File: config.mk
export PLATFORM = sky130hd
export DESIGN_NAME = uart_rx_frame_end_detector_core
export DESIGN_NICKNAME = d
export VERILOG_FILES = /design/src/rtl/core/urfed_pkg.sv /design/src/rtl/core/uart_rx_frame_end_detector_core.sv /design/src/rtl/core/urfed_detect.sv /design/src/rtl/core/urfed_out_buf.sv
export SDC_FILE = /design/constraint.sdc
export NUM_CORES = 1
export LEC_CHECK = 0
export BUFFER_PORTS_ARGS = -buffer_cell sky130_fd_sc_hd__buf_2
export CAP_MARGIN = 20
export CORE_UTILIZATION = 54
export CTS_CLUSTER_DIAMETER = 100
export DETAILED_ROUTE_END_ITERATION = 16
export PLACE_DENSITY = 0.76
export SETUP_SLACK_MARGIN = 0.2
export SLEW_MARGIN = 20
export SYNTH_ARGS = -nofsm -noshare
export SYNTH_HDL_FRONTEND = slang
export SYNTH_SLANG_ARGS = --single-unit
File: constraint.sdc
create_clock -name clk_i -period 5.05 [get_ports clk_i]
set_input_delay 0 -clock clk_i [delete_from_list [all_inputs] [get_ports clk_i]]
set_output_delay 0 -clock clk_i [all_outputs]
set_load 0.01 [all_outputs]
File: src/rtl/core/urfed_pkg.sv
// Package for the UART receive frame-end detector.
// Holds the command, status, phase and register codes and the shared item types.
// No dependencies.
package urfed_pkg;

  // Size of the receive ring written by DMA, in bytes.
  localparam int unsigned RingBytes = 256;
  localparam int unsigned PosW      = 9;
  localparam int unsigned IdxW      = 8;
  localparam int unsigned RemW      = 16;
  localparam int unsigned TickW     = 16;
  localparam int unsigned TallyW    = 32;
  localparam int unsigned CfgIdxW   = 2;
  localparam int unsigned CfgDataW  = 16;

  localparam logic [PosW-1:0]  RingPos          = PosW'(RingBytes);
  localparam logic [TickW-1:0] StallTimeoutRst  = 16'd4608;

  typedef enum logic [1:0] {
    CMD_TICK     = 2'd0,
    CMD_COMPLETE = 2'd1,
    CMD_ERROR    = 2'd2,
    CMD_RESTART  = 2'd3
  } cmd_e;

  typedef enum logic [1:0] {
    MODE_NONE = 2'd0,
    MODE_ACK  = 2'd1,
    MODE_DATA = 2'd2,
    MODE_RSVD = 2'd3
  } mode_e;

  typedef enum logic [1:0] {
    PH_INIT = 2'd0,
    PH_IDLE = 2'd1,
    PH_RCV  = 2'd2,
    PH_ERR  = 2'd3
  } phase_e;

  typedef enum logic [2:0] {
    ST_NONE    = 3'd0,
    ST_IDLE    = 3'd1,
    ST_ACK     = 3'd2,
    ST_DATA    = 3'd3,
    ST_TIMEOUT = 3'd4,
    ST_FULL    = 3'd5
  } status_e;

  typedef enum logic [CfgIdxW-1:0] {
    REG_EXPECT_MODE   = 2'd0,
    REG_EXPECTED_LEN  = 2'd1,
    REG_STALL_TIMEOUT = 2'd2,
    REG_UNUSED        = 2'd3
  } reg_idx_e;

  typedef struct packed {
    mode_e            expect_mode;
    logic [PosW-1:0]  expected_length;
    logic [TickW-1:0] stall_timeout_ticks;
  } cfg_t;

  typedef struct packed {
    status_e           frame_status;
    logic [PosW-1:0]   frame_length;
    logic [IdxW-1:0]   last_index;
    logic              timed_out;
    phase_e            rx_state;
    logic              done_pending;
    logic [TallyW-1:0] error_events;
    logic [TallyW-1:0] complete_events;
  } res_t;

endpackage

File: src/rtl/core/uart_rx_frame_end_detector_core.sv
// UART receive frame-end detector, top level: configuration registers,
// detector state and a two-entry result buffer. Depends on urfed_pkg,
// urfed_detect and urfed_out_buf.
//
// Each item (timer tick, DMA complete, DMA error or restart) yields exactly one
// result, stored in the result buffer; while in_stall_o is low a new item may
// enter every cycle. The detector state updates when the item is taken, and the
// result goes into a two-entry buffer, so in_stall_o rises only when two results
// wait unread. Configuration writes are always ready and are meant to happen while
// no item is in flight; a write to an index past the register list is dropped.
module uart_rx_frame_end_detector_core
  import urfed_pkg::*;
(
  input  logic                clk_i,
  input  logic                rst_ni,
  // Configuration write channel
  input  logic                cfg_valid_i,
  output logic                cfg_ready_o,
  input  logic [CfgIdxW-1:0]  cfg_index_i,
  input  logic [CfgDataW-1:0] cfg_data_i,
  // Input items
  input  logic                in_valid_i,
  output logic                in_stall_o,
  input  logic [1:0]          cmd_i,
  input  logic [RemW-1:0]     dma_remaining_i,
  // Result items
  output logic                out_valid_o,
  input  logic                out_stall_i,
  output logic [2:0]          frame_status_o,
  output logic [PosW-1:0]     frame_length_o,
  output logic [IdxW-1:0]     last_index_o,
  output logic                timed_out_o,
  output logic [1:0]          rx_state_o,
  output logic                done_pending_o,
  output logic [TallyW-1:0]   error_events_o,
  output logic [TallyW-1:0]   complete_events_o
);

  cfg_t cfg_q, cfg_d;
  logic take;
  logic buf_full;
  res_t res_new;
  res_t res_out;

  // Config registers: always ready, decode the index.
  assign cfg_ready_o = 1'b1;

  always_comb begin
    cfg_d = cfg_q;
    if (cfg_valid_i) begin
      case (reg_idx_e'(cfg_index_i))
        REG_EXPECT_MODE:   cfg_d.expect_mode         = mode_e'(cfg_data_i[1:0]);
        REG_EXPECTED_LEN:  cfg_d.expected_length     = cfg_data_i[PosW-1:0];
        REG_STALL_TIMEOUT: cfg_d.stall_timeout_ticks = cfg_data_i[TickW-1:0];
        default: begin
        end
      endcase
    end
  end

  always_ff @(posedge clk_i or negedge rst_ni) begin
    if (!rst_ni) begin
      cfg_q.expect_mode         <= MODE_NONE;
      cfg_q.expected_length     <= '0;
      cfg_q.stall_timeout_ticks <= StallTimeoutRst;
    end else begin
      cfg_q <= cfg_d;
    end
  end

  // Take an item whenever the result buffer has a free slot.
  assign in_stall_o = buf_full;
  assign take       = in_valid_i && !buf_full;

  urfed_detect u_detect (
    .clk_i           (clk_i),
    .rst_ni          (rst_ni),
    .take_i          (take),
    .cmd_i           (cmd_e'(cmd_i)),
    .dma_remaining_i (dma_remaining_i),
    .cfg_i           (cfg_q),
    .res_o           (res_new)
  );

  urfed_out_buf u_out_buf (
    .clk_i   (clk_i),
    .rst_ni  (rst_ni),
    .push_i  (take),
    .res_i   (res_new),
    .full_o  (buf_full),
    .valid_o (out_valid_o),
    .stall_i (out_stall_i),
    .res_o   (res_out)
  );

  assign frame_status_o    = res_out.frame_status;
  assign frame_length_o    = res_out.frame_length;
  assign last_index_o      = res_out.last_index;
  assign timed_out_o       = res_out.timed_out;
  assign rx_state_o        = res_out.rx_state;
  assign done_pending_o    = res_out.done_pending;
  assign error_events_o    = res_out.error_events;
  assign complete_events_o = res_out.complete_events;

endmodule

File: src/rtl/core/urfed_detect.sv
// Detector state and per-item update for the UART receive frame-end detector.
// Depends on urfed_pkg.
module urfed_detect
  import urfed_pkg::*;
(
  input  logic            clk_i,
  input  logic            rst_ni,
  input  logic            take_i,
  input  cmd_e            cmd_i,
  input  logic [RemW-1:0] dma_remaining_i,
  input  cfg_t            cfg_i,
  output res_t            res_o
);

  phase_e            phase_q, phase_d;
  logic              armed_q, armed_d;
  logic              done_q, done_d;
  logic [PosW-1:0]   prev_pos_q, prev_pos_d;
  logic [TickW-1:0]  stall_q, stall_d;
  logic [TallyW-1:0] err_q, err_d;
  logic [TallyW-1:0] cmp_q, cmp_d;

  logic [PosW-1:0] rem_clamp;
  logic [PosW-1:0] wp;
  logic            moved;
  status_e         status;
  logic [PosW-1:0] len;
  logic            fin;

  // Clamp the remaining count to the ring and turn it into a write position.
  assign rem_clamp = (dma_remaining_i > RemW'(RingBytes)) ? RingPos
                                                           : dma_remaining_i[PosW-1:0];
  assign wp        = RingPos - rem_clamp;
  assign moved     = (wp != prev_pos_q);

  always_comb begin
    phase_d    = phase_q;
    armed_d    = armed_q;
    done_d     = done_q;
    prev_pos_d = prev_pos_q;
    stall_d    = stall_q;
    err_d      = err_q;
    cmp_d      = cmp_q;
    status     = ST_NONE;
    len        = '0;
    fin        = 1'b0;

    case (cmd_i)
      CMD_TICK: begin
        if (armed_q) begin
          if (moved) begin
            prev_pos_d = wp;
            phase_d    = PH_RCV;
          end
          if (cfg_i.expect_mode != MODE_NONE) begin
            if (moved) begin
              stall_d = '0;
            end else if (stall_q < cfg_i.stall_timeout_ticks) begin
              stall_d = stall_q + TickW'(1);
            end
            if (cfg_i.expect_mode == MODE_ACK && wp != '0) begin
              status = ST_ACK;
              len    = PosW'(1);
              fin    = 1'b1;
            end else if (cfg_i.expect_mode == MODE_DATA && cfg_i.expected_length != '0 &&
                         wp >= cfg_i.expected_length) begin
              status = ST_DATA;
              len    = cfg_i.expected_length;
              fin    = 1'b1;
            end else if (stall_d >= cfg_i.stall_timeout_ticks) begin
              status = ST_TIMEOUT;
              len    = wp;
              fin    = 1'b1;
            end
          end else if (!moved && phase_q == PH_RCV && wp != '0) begin
            status = ST_IDLE;
            len    = wp;
            fin    = 1'b1;
          end
        end
      end
      CMD_COMPLETE: begin
        cmp_d  = cmp_q + TallyW'(1);
        status = ST_FULL;
        len    = RingPos;
        fin    = 1'b1;
      end
      CMD_ERROR: begin
        err_d = err_q + TallyW'(1);
      end
      CMD_RESTART: begin
        phase_d    = PH_INIT;
        armed_d    = 1'b1;
        done_d     = 1'b0;
        prev_pos_d = '0;
        stall_d    = '0;
      end
      default: begin
      end
    endcase

    // Close the frame: stop the timer and drop back to idle.
    if (fin) begin
      done_d  = 1'b1;
      armed_d = 1'b0;
      phase_d = PH_IDLE;
    end

    res_o.frame_status    = status;
    res_o.frame_length    = len;
    res_o.last_index      = (len == '0) ? '0 : IdxW'(len - PosW'(1));
    res_o.timed_out       = (status == ST_TIMEOUT);
    res_o.rx_state        = phase_d;
    res_o.done_pending    = done_d;
    res_o.error_events    = err_d;
    res_o.complete_events = cmp_d;
  end

  always_ff @(posedge clk_i or negedge rst_ni) begin
    if (!rst_ni) begin
      phase_q    <= PH_INIT;
      armed_q    <= 1'b1;
      done_q     <= 1'b0;
      prev_pos_q <= '0;
      stall_q    <= '0;
      err_q      <= '0;
      cmp_q      <= '0;
    end else if (take_i) begin
      phase_q    <= phase_d;
      armed_q    <= armed_d;
      done_q     <= done_d;
      prev_pos_q <= prev_pos_d;
      stall_q    <= stall_d;
      err_q      <= err_d;
      cmp_q      <= cmp_d;
    end
  end

endmodule

File: src/rtl/core/urfed_out_buf.sv
// Two-entry result buffer for the UART receive frame-end detector.
// Lets a new item enter while a finished result waits downstream. Depends on urfed_pkg.
module urfed_out_buf
  import urfed_pkg::*;
(
  input  logic clk_i,
  input  logic rst_ni,
  input  logic push_i,
  input  res_t res_i,
  output logic full_o,
  output logic valid_o,
  input  logic stall_i,
  output res_t res_o
);

  res_t       slot_q [2];
  logic       wr_q, wr_d;
  logic       rd_q, rd_d;
  logic [1:0] cnt_q, cnt_d;
  logic       pop;

  assign full_o  = (cnt_q == 2'd2);
  assign valid_o = (cnt_q != 2'd0);
  assign pop     = valid_o && !stall_i;
  assign res_o   = slot_q[rd_q];

  always_comb begin
    wr_d  = push_i ? ~wr_q : wr_q;
    rd_d  = pop ? ~rd_q : rd_q;
    cnt_d = cnt_q + 2'(push_i) - 2'(pop);
  end

  always_ff @(posedge clk_i) begin
    if (push_i) begin
      slot_q[wr_q] <= res_i;
    end
  end

  always_ff @(posedge clk_i or negedge rst_ni) begin
    if (!rst_ni) begin
      wr_q  <= 1'b0;
      rd_q  <= 1'b0;
      cnt_q <= 2'd0;
    end else begin
      wr_q  <= wr_d;
      rd_q  <= rd_d;
      cnt_q <= cnt_d;
    end
  end

endmodule
## Word level (Yosys, flattened, before mapping)

Memories as Yosys holds them, arrays and structs flattened.
Cells that the tools add are included.

- $add $sub $neg: 7
- Order comparisons: 4
- Equality and inequality tests: 14
- Muxes and demuxes: 46
- Bitwise gates (word level): 2
- Reduce and logical (&&, ||, !) cells: 25

Operator list:

| kind | count |
|---|---|
| 16-bit two-way mux | 7 |
| 9-bit two-way mux | 9 |
| 32-bit by 1-bit adder with 32-bit output (second input constant) | 2 |
| 32-bit two-way mux | 2 |
| 9-bit case mux with 2 select lines | 2 |
| 16-bit case mux with 2 select lines | 1 |
| 9-bit nonzero test | 2 |
| 16-bit by 1-bit adder with 16-bit output (second input constant) | 1 |
| 16-bit greater-or-equal comparator | 1 |
| 16-bit by 9-bit greater-than comparator with 1-bit output (second input constant) | 1 |
| 16-bit < comparator | 1 |
| 3-bit two-way mux | 5 |
| 1-bit two-way mux | 13 |
| 2-bit equality test (second input constant) | 6 |
| 9-bit greater-or-equal comparator | 1 |
| 9-bit logical NOT | 1 |
| 9-bit inequality test | 1 |
| 9-bit subtractor (first input constant) | 1 |
| 8-bit two-way mux | 1 |
| 2-bit AND reduction | 4 |
| 4-bit AND reduction | 2 |
| 2-bit nonzero test | 4 |
| 8-bit by 1-bit subtractor with 8-bit output (second input constant) | 1 |
| 1-bit logical AND | 7 |
| 12 further kinds | 22 |

- Register bits after elaboration: 124
- RAM bits: 176
- Input bits: 41
- Output and inout bits: 91
- Word-level logic and storage cells: 112
- Memories kept: 1

Memories:

| memory | words | bits a word | rd ports | clocked after Yosys merged registers in | wr ports | RTL line | source |
|---|---|---|---|---|---|---|---|
| u_out_buf.slot_q | 2 | 88 | 1 | 0 | 1 | urfed_out_buf.sv:16 | `res_t slot_q [2];` |

## Logic depth before layout (Yosys ltp)

- Depth in word-level cells: 17
- Gate-level depth with buffers: 27
- Depth with buffers taken out: 23

## By module

Synthesis repeated with hierarchy kept, for this count alone.

- Cells, all modules: 1214
- Area, all modules: 15061.9 µm²

By module, submodules not included:

| module | times used | cells each | area each (µm²) | sequential area each (µm²) |
|---|---|---|---|---|
| urfed_detect | 1 | 861 | 7388.3 | 2328.5 |
| urfed_out_buf | 1 | 292 | 6586.3 | 5385.2 |
| uart_rx_frame_end_detector_core | 1 | 61 | 1087.3 | 678.2 |

## Worst setup path after synthesis

Ideal clock, no wire load.

- Path type: input to register
- Start: input port dma_remaining_i[6]
- End: memory u_out_buf.slot_q[0][75] (netlist name), data pin
- Library setup time: 0.296 ns
- Data arrival time: 6.116 ns
- Data required time: 4.754 ns
- Path slack: -1.362 ns
- Stages on the path: 25
- Path buffers: 4
- Cell sequence: clkbuf_1 or4_1 o21ai_2 nand3_1 ha_1 clkbuf_1 xor2_1 a31oi_1 or4_4 or4_4 or4_1 buf_6 clkbuf_1 nor2_1 ha_1 a41o_1 a21oi_1 o211ai_1 a21oi_1 nor2_1 a32o_1 o211ai_1 nand2_1 nor4_1 nor3_1

RTL lines:

| what | RTL line | source |
|---|---|---|
| from (decl) | uart_rx_frame_end_detector_core.sv:25 | `input logic [RemW-1:0] dma_remaining_i,` |
| to (decl) | urfed_out_buf.sv:16 |  |

==> metrics.txt <==
outcome complete, but fails checks; violations in the final reports negative setup slack; Worst Max-Slew Pin Slew 0.998 ns; cell count after synthesis 1,249; max cap viols 0; power density normalized to cell area 444 nW/µm²; Top Ports between 100 and 150; clock latency of the later-clocked register in the worst-skew pair 0.57 ns; headroom to the max-slew limit 0.333; area of the mapped netlist 15,100 µm²; Critical R2R Capture u_out_buf.slot_q[1][72]; Clock Power Share 0.300; post-layout minimum cycle time between 5 and 6 ns; Port-buffer cells 130; unrepaired setup endpoints after global routing true; async set-reset flop share out of synthesis 0.413; Mapped Avg Cell Area 12.1 µm²; FMAX 0.190 GHz; gp weighted congestion 0.919; FP Rows 60; FF-to-FF path depth 26; core utilization of the finished layout 0.680; number of synthesized flops with an enable pin ~180; maximum count of clock buffers along a single path 3; ratio of cells with drive above 1 in the final layout 0.311; cell at the root of the clock tree sky130_fd_sc_hd__clkbuf_16; floorplan die area 28,600 µm²; number of levels the H-tree was split into 1; number of antenna violations at the first check in global routing 0; Final Slew Violations 0; Seq/Total Area, Yosys 0.557; count of antenna-violating nets left after detailed routing 0; final number of hold-violating endpoints 0; critical register-to-register path startpoint cfg_q[9]; Vias a little over 10,000; antenna diode count 0; floorplan core area 27,200 µm²; worst supply voltage drop on vdd roughly 0.28 mV; total routed wirelength 31.9 mm; internal power 5.74 mW; Total GRT Usage 0.229; Clock transition at path regs roughly 0.06 ns; starting density of the core 0.555; Slowest Stage Delay on Critical Path 0.56 ns; worst-case clock skew 0.0169 ns; number of buffers created by CTS 31; maximum number of pins on one net before global-route repair 68; sum of buffers and inverters on the critical path 6; count of unresolved DRC violations after routing 0; Nets 1,572; dominant cell type by area after synthesis sky130_fd_sc_hd__edfxtp_1; portion of total power attributed to combinational logic 0.278; leakage dissipation 8.02 nW; net switching power 2.47 mW; post-placement setup slack -0.825 ns; category of the worst setup path capture point flop; Data arrival, critical path 5.58 ns; Tightest Hold Check Type in -> reg; reg-to-reg setup timing slack 0 ns; detail-routed net length per standard cell 17.0 µm; switching power share of the total 0.301; most used cell, CP sky130_fd_sc_hd__or4_4; Worst setup SP type input port; CTS sink cnt 300; synthesis warning total 0; portion of synthesized cell area occupied by the leading cell type 0.351; vertical extent of the die approximately 170 µm; Synth Register Bits 300; syn nets 1,343; Detail Placement HPWL 22.0 mm; synthesis-to-finish area growth 22.6%; Die W 169 µm; worst min-delay path endpoint u_detect.prev_pos_q[3]; total congestion overflow after global routing 0; fillcell total around 2,000; per-cell via count in the routed design 5.50; number of DRC markers after the initial detailed-route iteration approximately 620; critical path start-end classification in -> reg; crit-path leading delay family simple AND/OR/NAND/NOR gates; total iterations of the first detailed-routing run 5; biggest area contributors in the synthesized netlist sky130_fd_sc_hd__edfxtp_1 35%, sky130_fd_sc_hd__dfrtp_1 20%, sky130_fd_sc_hd__mux2_2 8.7%, sky130_fd_sc_hd__xnor2_1 5.4%, sky130_fd_sc_hd__ha_1 4.4%; Setup WS post-layout -0.208 ns; wire length of the first global-routing pass 52.5 mm; most used flip-flop cell after synthesis sky130_fd_sc_hd__edfxtp_1; clock tree from TritonCTS built; unique cell type count in the Yosys netlist around 70; Worst Hold Path Cells 6; Crit path required time 5.37 ns; sequential share of power 0.422; slowest cell on the critical path sky130_fd_sc_hd__or4_4; final number of setup-violating endpoints 16; vias in the first global route about 10,000; final critical-path share of the clock period 1.04; critical path peak fanout 7; hold path startpoint dma_remaining_i[3]
-- power groups by stage --
stage,Clock [mW],Combinational [mW],Sequential [mW]
after global placement,0,2.13,3.48
after CTS,2.51,2.26,3.47
after floorplan,0,1.48,3.37
after detailed placement,0,2.16,3.51
final,2.46,2.28,3.47
after global routing,2.60,2.49,3.52
-- per-layer routing --
| metal | part of all wire | routed length (µm) | GRT usage | vias to the layer above |
|---|---|---|---|---|
| met5 | 0 | 0 | 0 | - |
| met4 | 0.021 | 667 | 0.0541 | 0 |
| met3 | 0.039 | 1240 | 0.0262 | 55 |
| met2 | 0.49 | 15700 | 0.397 | 225 |
| met1 | 0.45 | 14300 | 0.310 | 5083 |
| li1 | - | - | - | 4951 |
-- per-stage QoR --
stage / hold slack, ns / instances / area, µm² / total power, mW / setup TNS (ns)
3_3_place_gp: 0.179 / 1778 / 16700 / 5.61 / -15.61
2_1_floorplan: -0.296 / 1249 / 15200 / 4.85 / -10.67
3_5_place_dp: 0.180 / 1778 / 16700 / 5.67 / -21.84
6_report: 0.0615 / 1875 / 18500 / 8.21 / -3.01
4_1_cts: 0.0383 / 1872 / 18300 / 8.24 / -2.96
5_1_grt: 0.0925 / 1875 / 18500 / 8.61 / -6.30
-- worst max path at each step --
stage | endpoint | slack, ns | cells after the start | start
3_3_place_gp | u_out_buf.slot_q[0][75] | -0.69 | 26 | dma_remaining_i[0]
6_report | u_out_buf.slot_q[1][71] | -0.21 | 28 | dma_remaining_i[6]
4_1_cts | u_out_buf.slot_q[1][72] | -0.21 | 27 | dma_remaining_i[3]
2_1_floorplan | u_out_buf.slot_q[0][75] | -0.64 | 26 | dma_remaining_i[4]
5_1_grt | u_out_buf.slot_q[1][75] | -0.39 | 28 | dma_remaining_i[6]
3_5_place_dp | u_out_buf.slot_q[0][75] | -0.82 | 26 | dma_remaining_i[0]
-- kinds of logic (layout without fill, tap and decap cells) --
group,Yosys count,in the layout,synth area share
compound gates,147,147,0.0660
xor+xnor,154,154,0.0895
fa+ha+maj,53,53,0.0440
other cells,1,1,0.000249
mux,120,120,0.0897
buf+inv,107,361,0.0293
flops,300,300,0.557
simple gates,367,367,0.124
-- layout by cell type (no fill, tap or decap), types with 6 or more instances in the layout --
| master | count |
|---|---|
| sky130_fd_sc_hd__xnor2_1 | 90 |
| sky130_fd_sc_hd__and2_1 | 19 |
| sky130_fd_sc_hd__xor2_1 | 61 |
| sky130_fd_sc_hd__a22o_1 | 6 |
| sky130_fd_sc_hd__ha_4 | 6 |
| sky130_fd_sc_hd__mux2_2 | 117 |
| sky130_fd_sc_hd__a21o_1 | 17 |
| sky130_fd_sc_hd__nand2b_1 | 11 |
| sky130_fd_sc_hd__o211ai_1 | 8 |
| sky130_fd_sc_hd__and4_1 | 9 |
| sky130_fd_sc_hd__dfrtp_1 | 120 |
| sky130_fd_sc_hd__or2_2 | 6 |
| sky130_fd_sc_hd__ha_1 | 46 |
| sky130_fd_sc_hd__and3_1 | 23 |
| sky130_fd_sc_hd__nand2_1 | 99 |
| sky130_fd_sc_hd__nor2_4 | 8 |
| sky130_fd_sc_hd__nor3_1 | 13 |
| sky130_fd_sc_hd__inv_1 | 53 |
| sky130_fd_sc_hd__buf_6 | 11 |
| sky130_fd_sc_hd__nor2_1 | 64 |
| sky130_fd_sc_hd__or3_1 | 11 |
| sky130_fd_sc_hd__clkbuf_8 | 9 |
| sky130_fd_sc_hd__nand3_1 | 34 |
| sky130_fd_sc_hd__nand4_1 | 26 |
| sky130_fd_sc_hd__edfxtp_1 | 176 |
| sky130_fd_sc_hd__o31ai_1 | 11 |
| sky130_fd_sc_hd__dlygate4sd3_1 | 25 |
| sky130_fd_sc_hd__a21oi_1 | 25 |
| sky130_fd_sc_hd__buf_2 | 127 |
| sky130_fd_sc_hd__o21ai_0 | 26 |
| sky130_fd_sc_hd__a31oi_1 | 10 |
| sky130_fd_sc_hd__nor2_2 | 6 |
| sky130_fd_sc_hd__clkbuf_16 | 31 |
| sky130_fd_sc_hd__buf_4 | 82 |
| sky130_fd_sc_hd__nor4_1 | 6 |
-- final cells by class --
cell class / count / area, µm² / area share
flip-flops and latches: 300 / 8400 / 0.454
multi-input cells: 842 / 6610 / 0.357
repair buffers: 247 / 1670 / 0.0901
clock buffers: 42 / 907 / 0.0491
well taps: 372 / 465 / 0.0252
clock inverters: 16 / 229 / 0.0124
inverters: 56 / 210 / 0.0114
-- Yosys cell counts (4+ instances only) --
cell type	n
sky130_fd_sc_hd__edfxtp_1	176
sky130_fd_sc_hd__dfrtp_1	121
sky130_fd_sc_hd__mux2_2	117
sky130_fd_sc_hd__nand2_1	100
sky130_fd_sc_hd__xnor2_1	93
sky130_fd_sc_hd__nor2_1	78
sky130_fd_sc_hd__xor2_1	61
sky130_fd_sc_hd__inv_1	56
sky130_fd_sc_hd__ha_1	53
sky130_fd_sc_hd__clkbuf_1	38
sky130_fd_sc_hd__nand3_1	35
sky130_fd_sc_hd__a21oi_1	29
sky130_fd_sc_hd__o21ai_0	29
sky130_fd_sc_hd__nand4_1	26
sky130_fd_sc_hd__and3_1	24
sky130_fd_sc_hd__and2_1	19
sky130_fd_sc_hd__a21o_1	17
sky130_fd_sc_hd__nor3_1	14
sky130_fd_sc_hd__o31ai_1	12
sky130_fd_sc_hd__or3_1	12
sky130_fd_sc_hd__nand2b_1	11
sky130_fd_sc_hd__a31oi_1	10
sky130_fd_sc_hd__and4_1	10
sky130_fd_sc_hd__o211ai_1	8
sky130_fd_sc_hd__nor4_1	7
sky130_fd_sc_hd__or4_1	7
sky130_fd_sc_hd__a22o_1	6
sky130_fd_sc_hd__buf_1	6
sky130_fd_sc_hd__or2_2	6
sky130_fd_sc_hd__a211o_1	4
sky130_fd_sc_hd__a211oi_1	4
sky130_fd_sc_hd__nor3b_1	4
-- worst reg2reg max path, cell delays in order, from the launching register on --
cell	delay [ns]
sky130_fd_sc_hd__dfstp_2	0.52
sky130_fd_sc_hd__inv_1	0.08
sky130_fd_sc_hd__ha_1	0.32
sky130_fd_sc_hd__a21o_1	0.18
sky130_fd_sc_hd__a21o_1	0.17
sky130_fd_sc_hd__a21oi_1	0.12
sky130_fd_sc_hd__o21ai_0	0.11
sky130_fd_sc_hd__a21oi_1	0.13
sky130_fd_sc_hd__buf_4	0.16
sky130_fd_sc_hd__nand4_1	0.12
sky130_fd_sc_hd__buf_4	0.19
sky130_fd_sc_hd__o21ai_0	0.21
sky130_fd_sc_hd__a21oi_1	0.12
sky130_fd_sc_hd__ha_1	0.31
sky130_fd_sc_hd__nand4_1	0.12
sky130_fd_sc_hd__or3_1	0.32
sky130_fd_sc_hd__o211ai_1	0.11
sky130_fd_sc_hd__a21oi_2	0.06
sky130_fd_sc_hd__buf_6	0.14
sky130_fd_sc_hd__o21ai_4	0.18
sky130_fd_sc_hd__a22oi_2	0.07
sky130_fd_sc_hd__or3_4	0.36
sky130_fd_sc_hd__buf_6	0.13
sky130_fd_sc_hd__ha_4	0.15
sky130_fd_sc_hd__nor3b_4	0.15
sky130_fd_sc_hd__xnor2_2	0.24
sky130_fd_sc_hd__nor2_4	0.05
-- registers in the layout (all words and copies together), names as in the netlist --
| name | count |
|---|---|
| cfg_q | 27 |
| u_detect.armed_q | 1 |
| u_detect.cmp_q | 32 |
| u_detect.done_q | 1 |
| u_detect.err_q | 32 |
| u_detect.phase_q | 2 |
| u_detect.prev_pos_q | 9 |
| u_detect.stall_q | 16 |
| u_out_buf.cnt_q | 2 |
| u_out_buf.rd_q | 1 |
| u_out_buf.slot_q | 176 |
| u_out_buf.wr_q | 1 |
-- repair_timing --
item / in CTS / in global routing
buffers inserted: 11 / 3
hold buffers: 25 / 0
setup endpoints to repair: 18 / 45
hold endpoints to repair: 95 / 0
pin swaps: 23 / 20
gates resized for setup: 38 / 20
No activity file was read; power rests on OpenSTA's default activity.
